--- src/design/fsha_pkg.sv ---
// shared types and constants for the frame statistics block
`default_nettype none
package fsha_pkg;

  localparam int SAMPLE_W     = 16;
  localparam int SLOT_W       = 6;
  localparam int IDX_W        = 16;
  localparam int SUM_W        = 2 * SAMPLE_W;
  localparam int HIST_DEPTH   = 32;
  localparam int HIST_AW      = $clog2(HIST_DEPTH);
  localparam int TOT_W        = SAMPLE_W + HIST_AW;
  localparam int SKIP_SAMPLES = 4;
  localparam int DIV_CNT_W    = $clog2(SAMPLE_W);
  localparam int ENTRY_W      = 3 * SAMPLE_W;

  localparam logic [SAMPLE_W-1:0] FULL_SCALE    = {SAMPLE_W{1'b1}};
  localparam logic [SAMPLE_W-1:0] MEAN_INIT     = SAMPLE_W'(3) << (SAMPLE_W - 2);
  localparam logic [SAMPLE_W-1:0] FRAME_LEN_RST = SAMPLE_W'(8192);
  localparam logic [TOT_W-1:0]    TOT_MEAN_RST  = TOT_W'(MEAN_INIT) << HIST_AW;
  localparam logic [TOT_W-1:0]    TOT_MIN_RST   = TOT_W'(FULL_SCALE) << HIST_AW;
  localparam logic [TOT_W-1:0]    TOT_MAX_RST   = '0;

  typedef enum logic [1:0] {
    ST_IDLE,
    ST_DIV_INIT,
    ST_DIV,
    ST_COMMIT
  } ctl_state_t;

  typedef struct packed {
    logic accept;
    logic tbl_read;
    logic div_init;
    logic div_step;
    logic commit;
  } ctl_cmd_t;

  typedef struct packed {
    logic div_done;
    logic out_free;
  } dp_status_t;

endpackage
`default_nettype wire

--- src/design/fsha_in_if.sv ---
// sample channel interface
`default_nettype none
interface fsha_in_if import fsha_pkg::*; ();
  logic                valid;
  logic                ready;
  logic [SAMPLE_W-1:0] sample;
  logic [SLOT_W-1:0]   frame_slot;
  logic                last_sample;

  modport source (output valid, sample, frame_slot, last_sample, input ready);
  modport sink (input valid, sample, frame_slot, last_sample, output ready);
endinterface
`default_nettype wire

--- src/design/fsha_out_if.sv ---
// result channel interface
`default_nettype none
interface fsha_out_if import fsha_pkg::*; ();
  logic                valid;
  logic                ready;
  logic [SAMPLE_W-1:0] frame_mean;
  logic [SAMPLE_W-1:0] frame_min;
  logic [SAMPLE_W-1:0] frame_max;
  logic [SAMPLE_W-1:0] history_mean_avg;
  logic [SAMPLE_W-1:0] history_min_avg;
  logic [SAMPLE_W-1:0] history_max_avg;

  modport source (output valid, frame_mean, frame_min, frame_max, history_mean_avg,
                  history_min_avg, history_max_avg, input ready);
  modport sink (input valid, frame_mean, frame_min, frame_max, history_mean_avg,
                history_min_avg, history_max_avg, output ready);
endinterface
`default_nettype wire

--- src/design/frame_stats_with_history_average.sv ---
// top level of the frame statistics block
// Samples that do not end a frame are taken one per cycle while the block is idle.
// A sample marked last occupies the block while it is taken, the divider is set up,
// the bit-serial restoring divider forms the frame mean, and a final step updates
// the 32-entry history memory and its running totals and loads the result register.
// That last step waits while an earlier result has not been taken. The user must write
// frame length through cfg_we / cfg_wdata only while idle; the block does not check.
`default_nettype none
module frame_stats_with_history_average import fsha_pkg::*; (
  input  wire logic                clk,
  input  wire logic                rst_n,
  input  wire logic                cfg_we,
  input  wire logic [SAMPLE_W-1:0] cfg_wdata,
  fsha_in_if.sink                  in_if,
  fsha_out_if.source               out_if
);
  ctl_cmd_t   cmd;
  dp_status_t status;

  fsha_ctrl u_ctrl (
    .clk      (clk),
    .rst_n    (rst_n),
    .in_valid (in_if.valid),
    .in_last  (in_if.last_sample),
    .in_ready (in_if.ready),
    .status   (status),
    .cmd      (cmd)
  );

  fsha_dp u_dp (
    .clk       (clk),
    .rst_n     (rst_n),
    .cfg_we    (cfg_we),
    .cfg_wdata (cfg_wdata),
    .in_sample (in_if.sample),
    .in_slot   (in_if.frame_slot),
    .cmd       (cmd),
    .status    (status),
    .out_if    (out_if)
  );
endmodule
`default_nettype wire

--- src/design/fsha_ram.sv ---
// generic single-port-write ram with registered read
`default_nettype none
module fsha_ram #(
  parameter int WIDTH = 8,
  parameter int DEPTH = 16
) (
  input  wire logic                     clk,
  input  wire logic                     we,
  input  wire logic [$clog2(DEPTH)-1:0] waddr,
  input  wire logic [WIDTH-1:0]         wdata,
  input  wire logic                     re,
  input  wire logic [$clog2(DEPTH)-1:0] raddr,
  output      logic [WIDTH-1:0]         rdata
);
  logic [WIDTH-1:0] mem [DEPTH];

  always_ff @(posedge clk) begin
    if (we) begin
      mem[waddr] <= wdata;
    end
    if (re) begin
      rdata <= mem[raddr];
    end
  end
endmodule
`default_nettype wire

--- src/design/fsha_ctrl.sv ---
// controller state machine for the frame statistics block
`default_nettype none
module fsha_ctrl import fsha_pkg::*; (
  input  wire logic       clk,
  input  wire logic       rst_n,
  input  wire logic       in_valid,
  input  wire logic       in_last,
  output      logic       in_ready,
  input  wire dp_status_t status,
  output      ctl_cmd_t   cmd
);
  ctl_state_t state_r, state_nxt;

  always_ff @(posedge clk) begin
    if (!rst_n) begin
      state_r <= ST_IDLE;
    end else begin
      state_r <= state_nxt;
    end
  end

  always_comb begin
    state_nxt = state_r;
    cmd       = '0;
    in_ready  = 1'b0;
    unique case (state_r)
      ST_IDLE: begin
        in_ready   = 1'b1;
        cmd.accept = in_valid;
        if (in_valid && in_last) begin
          cmd.tbl_read = 1'b1;
          state_nxt    = ST_DIV_INIT;
        end
      end
      ST_DIV_INIT: begin
        cmd.div_init = 1'b1;
        state_nxt    = ST_DIV;
      end
      ST_DIV: begin
        cmd.div_step = 1'b1;
        if (status.div_done) begin
          state_nxt = ST_COMMIT;
        end
      end
      ST_COMMIT: begin
        if (status.out_free) begin
          cmd.commit = 1'b1;
          state_nxt  = ST_IDLE;
        end
      end
      default: begin
        state_nxt = ST_IDLE;
      end
    endcase
  end
endmodule
`default_nettype wire

--- src/design/fsha_dp.sv ---
// datapath: accumulators, serial divider, history tables and result register
`default_nettype none
module fsha_dp import fsha_pkg::*; (
  input  wire logic                clk,
  input  wire logic                rst_n,
  input  wire logic                cfg_we,
  input  wire logic [SAMPLE_W-1:0] cfg_wdata,
  input  wire logic [SAMPLE_W-1:0] in_sample,
  input  wire logic [SLOT_W-1:0]   in_slot,
  input  wire ctl_cmd_t            cmd,
  output      dp_status_t          status,
  fsha_out_if.source               out_if
);
  logic [SAMPLE_W-1:0]  frame_len_r;
  logic [IDX_W-1:0]     idx_r;
  logic [SUM_W-1:0]     sum_r;
  logic [SAMPLE_W-1:0]  min_r;
  logic [SAMPLE_W-1:0]  max_r;
  logic [HIST_AW-1:0]   slot_r;
  logic                 slot_ok_r;
  logic [HIST_DEPTH-1:0] valid_r;
  logic [TOT_W-1:0]     tot_mean_r, tot_min_r, tot_max_r;
  logic [SAMPLE_W-1:0]  rem_r, quo_r;
  logic                 sat_r;
  logic [DIV_CNT_W-1:0] cnt_r;
  logic                 out_valid_r;
  logic [SAMPLE_W-1:0]  o_mean_r, o_min_r, o_max_r, o_hmean_r, o_hmin_r, o_hmax_r;

  logic                 counted;
  logic [SLOT_W-1:0]    slot_m1;
  logic                 slot_ok;
  logic [SAMPLE_W:0]    r2, diff;
  logic                 q_bit;
  logic [ENTRY_W-1:0]   rd_entry;
  logic [SAMPLE_W-1:0]  old_mean, old_min, old_max, mean;
  logic [TOT_W-1:0]     tot_mean_nxt, tot_min_nxt, tot_max_nxt;
  logic                 tbl_we;

  // frame accumulation
  assign counted = (idx_r >= IDX_W'(SKIP_SAMPLES)) && (idx_r < IDX_W'(frame_len_r));
  assign slot_m1 = in_slot - SLOT_W'(1);
  assign slot_ok = (in_slot != '0) && (in_slot <= SLOT_W'(HIST_DEPTH));

  // one quotient bit per step
  assign r2    = {rem_r, quo_r[SAMPLE_W-1]};
  assign diff  = r2 - {1'b0, frame_len_r};
  assign q_bit = (r2 >= {1'b0, frame_len_r});
  assign mean  = sat_r ? FULL_SCALE : quo_r;

  assign status.div_done = (cnt_r == DIV_CNT_W'(SAMPLE_W - 1));
  assign status.out_free = !out_valid_r || out_if.ready;

  // history tables, entries not yet written read as reset contents
  assign tbl_we = cmd.commit && slot_ok_r;

  fsha_ram #(.WIDTH(ENTRY_W), .DEPTH(HIST_DEPTH)) u_hist (
    .clk   (clk),
    .we    (tbl_we),
    .waddr (slot_r),
    .wdata ({mean, min_r, max_r}),
    .re    (cmd.tbl_read),
    .raddr (slot_m1[HIST_AW-1:0]),
    .rdata (rd_entry)
  );

  always_comb begin
    if (valid_r[slot_r]) begin
      old_mean = rd_entry[3*SAMPLE_W-1:2*SAMPLE_W];
      old_min  = rd_entry[2*SAMPLE_W-1:SAMPLE_W];
      old_max  = rd_entry[SAMPLE_W-1:0];
    end else begin
      old_mean = MEAN_INIT;
      old_min  = FULL_SCALE;
      old_max  = '0;
    end
    if (slot_ok_r) begin
      tot_mean_nxt = tot_mean_r - TOT_W'(old_mean) + TOT_W'(mean);
      tot_min_nxt  = tot_min_r - TOT_W'(old_min) + TOT_W'(min_r);
      tot_max_nxt  = tot_max_r - TOT_W'(old_max) + TOT_W'(max_r);
    end else begin
      tot_mean_nxt = tot_mean_r;
      tot_min_nxt  = tot_min_r;
      tot_max_nxt  = tot_max_r;
    end
  end

  always_ff @(posedge clk) begin
    if (!rst_n) begin
      frame_len_r <= FRAME_LEN_RST;
      idx_r       <= '0;
      sum_r       <= '0;
      min_r       <= FULL_SCALE;
      max_r       <= '0;
      valid_r     <= '0;
      tot_mean_r  <= TOT_MEAN_RST;
      tot_min_r   <= TOT_MIN_RST;
      tot_max_r   <= TOT_MAX_RST;
      cnt_r       <= '0;
      out_valid_r <= 1'b0;
    end else begin
      if (cfg_we) begin
        frame_len_r <= cfg_wdata;
      end
      if (cmd.accept) begin
        if (counted) begin
          sum_r <= sum_r + SUM_W'(in_sample);
          if (in_sample > max_r) begin
            max_r <= in_sample;
          end
          if (in_sample != '0 && in_sample < min_r) begin
            min_r <= in_sample;
          end
        end
        if (idx_r != {IDX_W{1'b1}}) begin
          idx_r <= idx_r + IDX_W'(1);
        end
      end
      if (cmd.div_init) begin
        cnt_r <= '0;
      end else if (cmd.div_step) begin
        cnt_r <= cnt_r + DIV_CNT_W'(1);
      end
      if (cmd.commit) begin
        out_valid_r <= 1'b1;
        tot_mean_r  <= tot_mean_nxt;
        tot_min_r   <= tot_min_nxt;
        tot_max_r   <= tot_max_nxt;
        if (slot_ok_r) begin
          valid_r[slot_r] <= 1'b1;
        end
        idx_r <= '0;
        sum_r <= '0;
        min_r <= FULL_SCALE;
        max_r <= '0;
      end else if (out_valid_r && out_if.ready) begin
        out_valid_r <= 1'b0;
      end
    end
  end

  // payload registers
  always_ff @(posedge clk) begin
    if (cmd.tbl_read) begin
      slot_r    <= slot_m1[HIST_AW-1:0];
      slot_ok_r <= slot_ok;
    end
    if (cmd.div_init) begin
      sat_r <= (sum_r[SUM_W-1:SAMPLE_W] >= frame_len_r);
      rem_r <= sum_r[SUM_W-1:SAMPLE_W];
      quo_r <= sum_r[SAMPLE_W-1:0];
    end else if (cmd.div_step) begin
      rem_r <= q_bit ? diff[SAMPLE_W-1:0] : r2[SAMPLE_W-1:0];
      quo_r <= {quo_r[SAMPLE_W-2:0], q_bit};
    end
    if (cmd.commit) begin
      o_mean_r  <= mean;
      o_min_r   <= min_r;
      o_max_r   <= max_r;
      o_hmean_r <= tot_mean_nxt[HIST_AW +: SAMPLE_W];
      o_hmin_r  <= tot_min_nxt[HIST_AW +: SAMPLE_W];
      o_hmax_r  <= tot_max_nxt[HIST_AW +: SAMPLE_W];
    end
  end

  assign out_if.valid            = out_valid_r;
  assign out_if.frame_mean       = o_mean_r;
  assign out_if.frame_min        = o_min_r;
  assign out_if.frame_max        = o_max_r;
  assign out_if.history_mean_avg = o_hmean_r;
  assign out_if.history_min_avg  = o_hmin_r;
  assign out_if.history_max_avg  = o_hmax_r;
endmodule
`default_nettype wire
--- src/flat_wrapper.sv ---
// flat-port wrapper written by rule: the top's interface ports become plain ports
module frame_stats_with_history_average_flat import fsha_pkg::*;
  (clk, rst_n, cfg_we, cfg_wdata, in_if_valid, in_if_sample, in_if_frame_slot, in_if_last_sample, in_if_ready, out_if_valid, out_if_frame_mean, out_if_frame_min, out_if_frame_max, out_if_history_mean_avg, out_if_history_min_avg, out_if_history_max_avg, out_if_ready);
  fsha_in_if in_if_i ();
  fsha_out_if out_if_i ();
  input  wire logic clk;
  input  wire logic rst_n;
  input  wire logic cfg_we;
  input  wire logic [SAMPLE_W-1:0] cfg_wdata;
  input wire logic [$bits(in_if_i.valid)-1:0] in_if_valid;
  input wire logic [$bits(in_if_i.sample)-1:0] in_if_sample;
  input wire logic [$bits(in_if_i.frame_slot)-1:0] in_if_frame_slot;
  input wire logic [$bits(in_if_i.last_sample)-1:0] in_if_last_sample;
  output wire logic [$bits(in_if_i.ready)-1:0] in_if_ready;
  output wire logic [$bits(out_if_i.valid)-1:0] out_if_valid;
  output wire logic [$bits(out_if_i.frame_mean)-1:0] out_if_frame_mean;
  output wire logic [$bits(out_if_i.frame_min)-1:0] out_if_frame_min;
  output wire logic [$bits(out_if_i.frame_max)-1:0] out_if_frame_max;
  output wire logic [$bits(out_if_i.history_mean_avg)-1:0] out_if_history_mean_avg;
  output wire logic [$bits(out_if_i.history_min_avg)-1:0] out_if_history_min_avg;
  output wire logic [$bits(out_if_i.history_max_avg)-1:0] out_if_history_max_avg;
  input wire logic [$bits(out_if_i.ready)-1:0] out_if_ready;
  assign in_if_i.valid = in_if_valid;
  assign in_if_i.sample = in_if_sample;
  assign in_if_i.frame_slot = in_if_frame_slot;
  assign in_if_i.last_sample = in_if_last_sample;
  assign in_if_ready = in_if_i.ready;
  assign out_if_valid = out_if_i.valid;
  assign out_if_frame_mean = out_if_i.frame_mean;
  assign out_if_frame_min = out_if_i.frame_min;
  assign out_if_frame_max = out_if_i.frame_max;
  assign out_if_history_mean_avg = out_if_i.history_mean_avg;
  assign out_if_history_min_avg = out_if_i.history_min_avg;
  assign out_if_history_max_avg = out_if_i.history_max_avg;
  assign out_if_i.ready = out_if_ready;
  frame_stats_with_history_average u_core (.clk(clk), .rst_n(rst_n), .cfg_we(cfg_we), .cfg_wdata(cfg_wdata), .in_if(in_if_i), .out_if(out_if_i));
endmodule
--- config.mk ---
export PLATFORM = sky130hd
export DESIGN_NAME = frame_stats_with_history_average_flat
export DESIGN_NICKNAME = d
export VERILOG_FILES = /design/src/design/fsha_pkg.sv /design/src/design/fsha_in_if.sv /design/src/design/fsha_out_if.sv /design/src/design/frame_stats_with_history_average.sv /design/src/design/fsha_ram.sv /design/src/design/fsha_ctrl.sv /design/src/design/fsha_dp.sv /design/src/flat_wrapper.sv
export SDC_FILE = /design/constraint.sdc
export NUM_CORES = 2
export LEC_CHECK = 0
export BUFFER_PORTS_ARGS = -buffer_cell sky130_fd_sc_hd__buf_4
export CAP_MARGIN = 20
export CORE_MARGIN = 2
export CORE_UTILIZATION = 60
export CTS_CLUSTER_DIAMETER = 30
export DETAILED_ROUTE_END_ITERATION = 10
export GPL_ROUTABILITY_DRIVEN = 0
export MAX_ROUTING_LAYER = met4
export PLACE_DENSITY = 0.77
export SYNTH_ARGS = -nofsm -noshare
export SYNTH_HDL_FRONTEND = slang
export SYNTH_HIERARCHICAL = 1
export SYNTH_SLANG_ARGS = --single-unit
--- constraint.sdc ---
create_clock -name clk -period 9.63 [get_ports clk]
set_input_delay 1.926 -clock clk [delete_from_list [all_inputs] [get_ports clk]]
set_output_delay 1.926 -clock clk [all_outputs]
set_load 0.01 [all_outputs]
==> flow_summary.yaml <==
synthesis:
  synth_area_leaders: "edfxtp_1 63%, mux2i_1 9.9%, dfxtp_1 4.8%"
  synth_seq_cells: 1917
  async_flop_share: 0
  ys.flop_type: "edfxtp_1"
  yosysMostFrequentCell: "edfxtp_1"
  ys_top_cells_by_count: "1719 x edfxtp_1, 814 x mux2i_1, 331 x nand2_1, 238 x a21oi_1, 206 x inv_1"
  yosysSeqAreaShare: 0.678
  synthCells: 5537
  synthDistinctLibCells: 100
  synth_top_area_frac: 0.630
  post_synth.cell_area_avg_um2: 14.8
  ys.warnings.count: 6
  yosys.area.top_type: "edfxtp_1"
  synth_fp_nets: 5798
  synth_edf_count: 1719
  netlist_area_um2: 82000
clock_tree:
  cts_resized: 0
  clkTransAtPathRegs_ns: 0.05
  numCtsBuffers: 362
  hold_buffers: 0
  clock_path_buffers: 4
  cts_sinks: 1917
  htreeDepth: 5
  cts_tree: "done"
  ctsRootBufferMaster: "clkbuf_16"
  post_cts_buffers: 0
  clk_latency_ns: 0.94
setup_path:
  rrSetupSlack_ns: 4.04
  arrival_ns: 6.19
  worstSetupPathType: "register to register"
  cp-end-kind: "register"
  rr_endpoint: "u_core/u_dp/out_if.history_mean_avg[15]$_DFFE_PP_"
  crit_chain: "mux4_2 -> inv_1 -> o22ai_1 -> a211oi_1 -> nand4_1 -> buf_4 -> and2_1 -> fa_1 -> inv_1 -> ha_1 -> a21oi_1 -> inv_1 -> a2111oi_0 -> o2bb2ai_1 -> o22ai_2 -> a221oi_1 -> xnor2_1"
  cpPeakStageDelay_ns: 0.93
  path_buf_inv: 4
  critical-path-top-delay-family: "compound AO/OA/AOI/OAI gates"
  reg2reg_from: "u_core/u_dp/slot_r[0]$_DFFE_PP_"
  worst-path-max-fanout: 48
  cp_common_cell: "inv_1"
  cp_slowest_cell: "edfxtp_1"
  critPathRequiredTime_ns: 10.23
  startpoint_type: "register"
  path_depth: 17
  rr_worst_depth: 17
floorplanning:
  rows: 135
  dieWidth_um: 374
  die_h_um: 374
  coreArea_um2: 135000
  io_pins: 142
  die_area_um2: 140000
  start_util: 0.605
drt:
  routed_wl_um: 222000
  wl_per_cell_um: 28.0
  vias_per_cell: 6.45
  ant_nets: 0
  drt-initial-drc-count: 6229
  post-route-drc-count: 0
  vias: 51200
  dr.pass1.iters: 6
placement:
  dp_hpwl_um: 116000
  numPortBuffers: 141
  place_ws_ns: 3.76
  dpl.cell_count: 7283
final_layout:
  nets: 6131
  syn_to_final_growth_pct: 18.2
  layout-drive-gt1-share: 0.157
  final_cells: 7941
  seq_area_um2: 55600
  fillers: 8120
  multi_input_area_um2: 24300
sta:
  slew_violations: 0
  setup_ws_ns: 4.04
  relSlewSlack: 0.155
  fmax_ghz: 0.179
  rsz0062_at_grt: "false"
  tightest_slew_ns: 1.27
  skew_ns: 0.0910
  fin_crit_sh: 0.580
  fin_crit_ns: 5.59
  finalHoldViolCount: 0
  final-setup-viol-count: 0
  tns_ns: 0
run_status:
  status: "finished, final reports clean"
global_routing:
  grt_usage: 0.322
  grt_pass1_wl_um: 323000
  grt_pass1_vias: 51100
  grt_max_degree: 146
  grt_overflow: 0
  antenna_found_initial: 13
hold_path:
  holdPathEnd: "u_core/u_dp/valid_r[30]$_SDFFE_PN0P_"
  holdPathStages: 1
  min_from: "u_core/u_dp/valid_r[30]$_SDFFE_PN0P_"
  hp-class: "register to register"
run:
  drv_cap: 0
power:
  power_mw: 24.8
  power_leakage_nw: 34.3
  peakVddDrop_mv: 0.173
  pwr_density_cell_nw_per_um2: 256
worst register-to-register path, cell delays in order, from the launching register on:
cell and delay [ns]:
edfxtp_1 0.93, mux4_2 0.61, inv_1 0.07, o22ai_1 0.08, a211oi_1 0.25, nand4_1 0.13
buf_4 0.29, and2_1 0.32, fa_1 0.49, inv_1 0.04, ha_1 0.35, a21oi_1 0.22
inv_1 0.09, a2111oi_0 0.41, o2bb2ai_1 0.29, o22ai_2 0.20, a221oi_1 0.38, xnor2_1 0.13
state kept, by name (all words and copies together) (netlist names), 16 cells and up:
register	count
u_core/u_dp/u_hist/mem	1536
u_core/u_dp/u_hist/rdata	48
u_core/u_dp/sum_r	32
u_core/u_dp/valid_r	32
u_core/u_dp/tot_max_r	21
u_core/u_dp/tot_mean_r	21
u_core/u_dp/tot_min_r	21
u_core/u_dp/frame_len_r	16
u_core/u_dp/idx_r	16
u_core/u_dp/max_r	16
u_core/u_dp/min_r	16
u_core/u_dp/out_if.frame_max	16
u_core/u_dp/out_if.frame_mean	16
u_core/u_dp/out_if.frame_min	16
u_core/u_dp/out_if.history_max_avg	16
u_core/u_dp/out_if.history_mean_avg	16
u_core/u_dp/out_if.history_min_avg	16
u_core/u_dp/quo_r	16
u_core/u_dp/rem_r	16
power by group:
part           internal (mW)  leakage, nW  switching, mW
logic                  0.989         13.0           1.81
registers               9.56         15.5          0.154
clock network           8.03         5.74           4.23
layout make-up:
cell class | instances | area share
Tap cell | 1781 | 0.0230
Clock inverter | 233 | 0.0249
Multi-Input combinational cell | 3137 | 0.251
Timing Repair Buffer | 244 | 0.0218
Inverter | 208 | 0.00815
Antenna cell | 6 | 0.000155
Clock buffer | 415 | 0.0978
Sequential cell | 1917 | 0.574
worst max-delay path by stage:
stage	startpoint	to	slack, ns
2_1_floorplan	out_if_ready	u_core/u_dp/u_hist/mem[24][0]$_DFFE_PP_	0.87
5_1_grt	u_core/u_dp/slot_r[0]$_DFFE_PP_	u_core/u_dp/tot_mean_r[20]$_SDFFE_PN1P_	3.64
4_1_cts	u_core/u_dp/slot_r[0]$_DFFE_PP_	u_core/u_dp/out_if.history_mean_avg[14]$_DFFE_PP_	4.05
3_5_place_dp	in_if_frame_slot[0]	u_core/u_dp/u_hist/rdata[21]$_DFFE_PP_	3.76
6_report	u_core/u_dp/slot_r[0]$_DFFE_PP_	u_core/u_dp/out_if.history_mean_avg[15]$_DFFE_PP_	4.04
3_3_place_gp	in_if_frame_slot[0]	u_core/u_dp/u_hist/rdata[21]$_DFFE_PP_	3.78
kinds of logic (layout without fill, tap and decap cells):
group                    after synthesis  in the layout  synth area share
flip-flops                          1917           1917             0.678
multiplexers                         858            858             0.107
adder cells (fa/ha/maj)              217            217            0.0377
buffers and inverters                483           1100            0.0291
XOR/XNOR                              90             90           0.00962
AND/OR/NAND/NOR                     1054           1054            0.0625
other                                  0              6                 0
AO/OA/AOI/OAI                        918            918            0.0763
routing by layer:
| layer | vias up | global-route usage | wire length, um |
|---|---|---|---|
| li1 | 21900 | - | - |
| met1 | 25400 | 0.419 | 85100 |
| met2 | 3350 | 0.495 | 103000 |
| met3 | 588 | 0.0720 | 24800 |
| met4 | 0 | 0.132 | 8750 |
| met5 | - | - | 0 |
stage by stage:
stage	hold slack [ns]	utilization	area, um^2
CTS	0.463	0.715	96800
global placement	0.441	0.626	84700
detailed placement	0.448	0.627	84900
global route	0.478	0.715	96900
floorplan	0.435	-	82000
finish	0.460	0.715	96900
placed cells by master (no fill, tap or decap), types with 148 or more instances in the layout:
cell,count
mux2i_1,814
clkbuf_16,369
dfxtp_1,198
edfxtp_1,1719
a21oi_1,238
nor2_1,148
ha_1,166
buf_4,225
nand2_1,328
nand3_1,197
inv_1,205
Note: power is estimated with default switching activity, not from simulation.
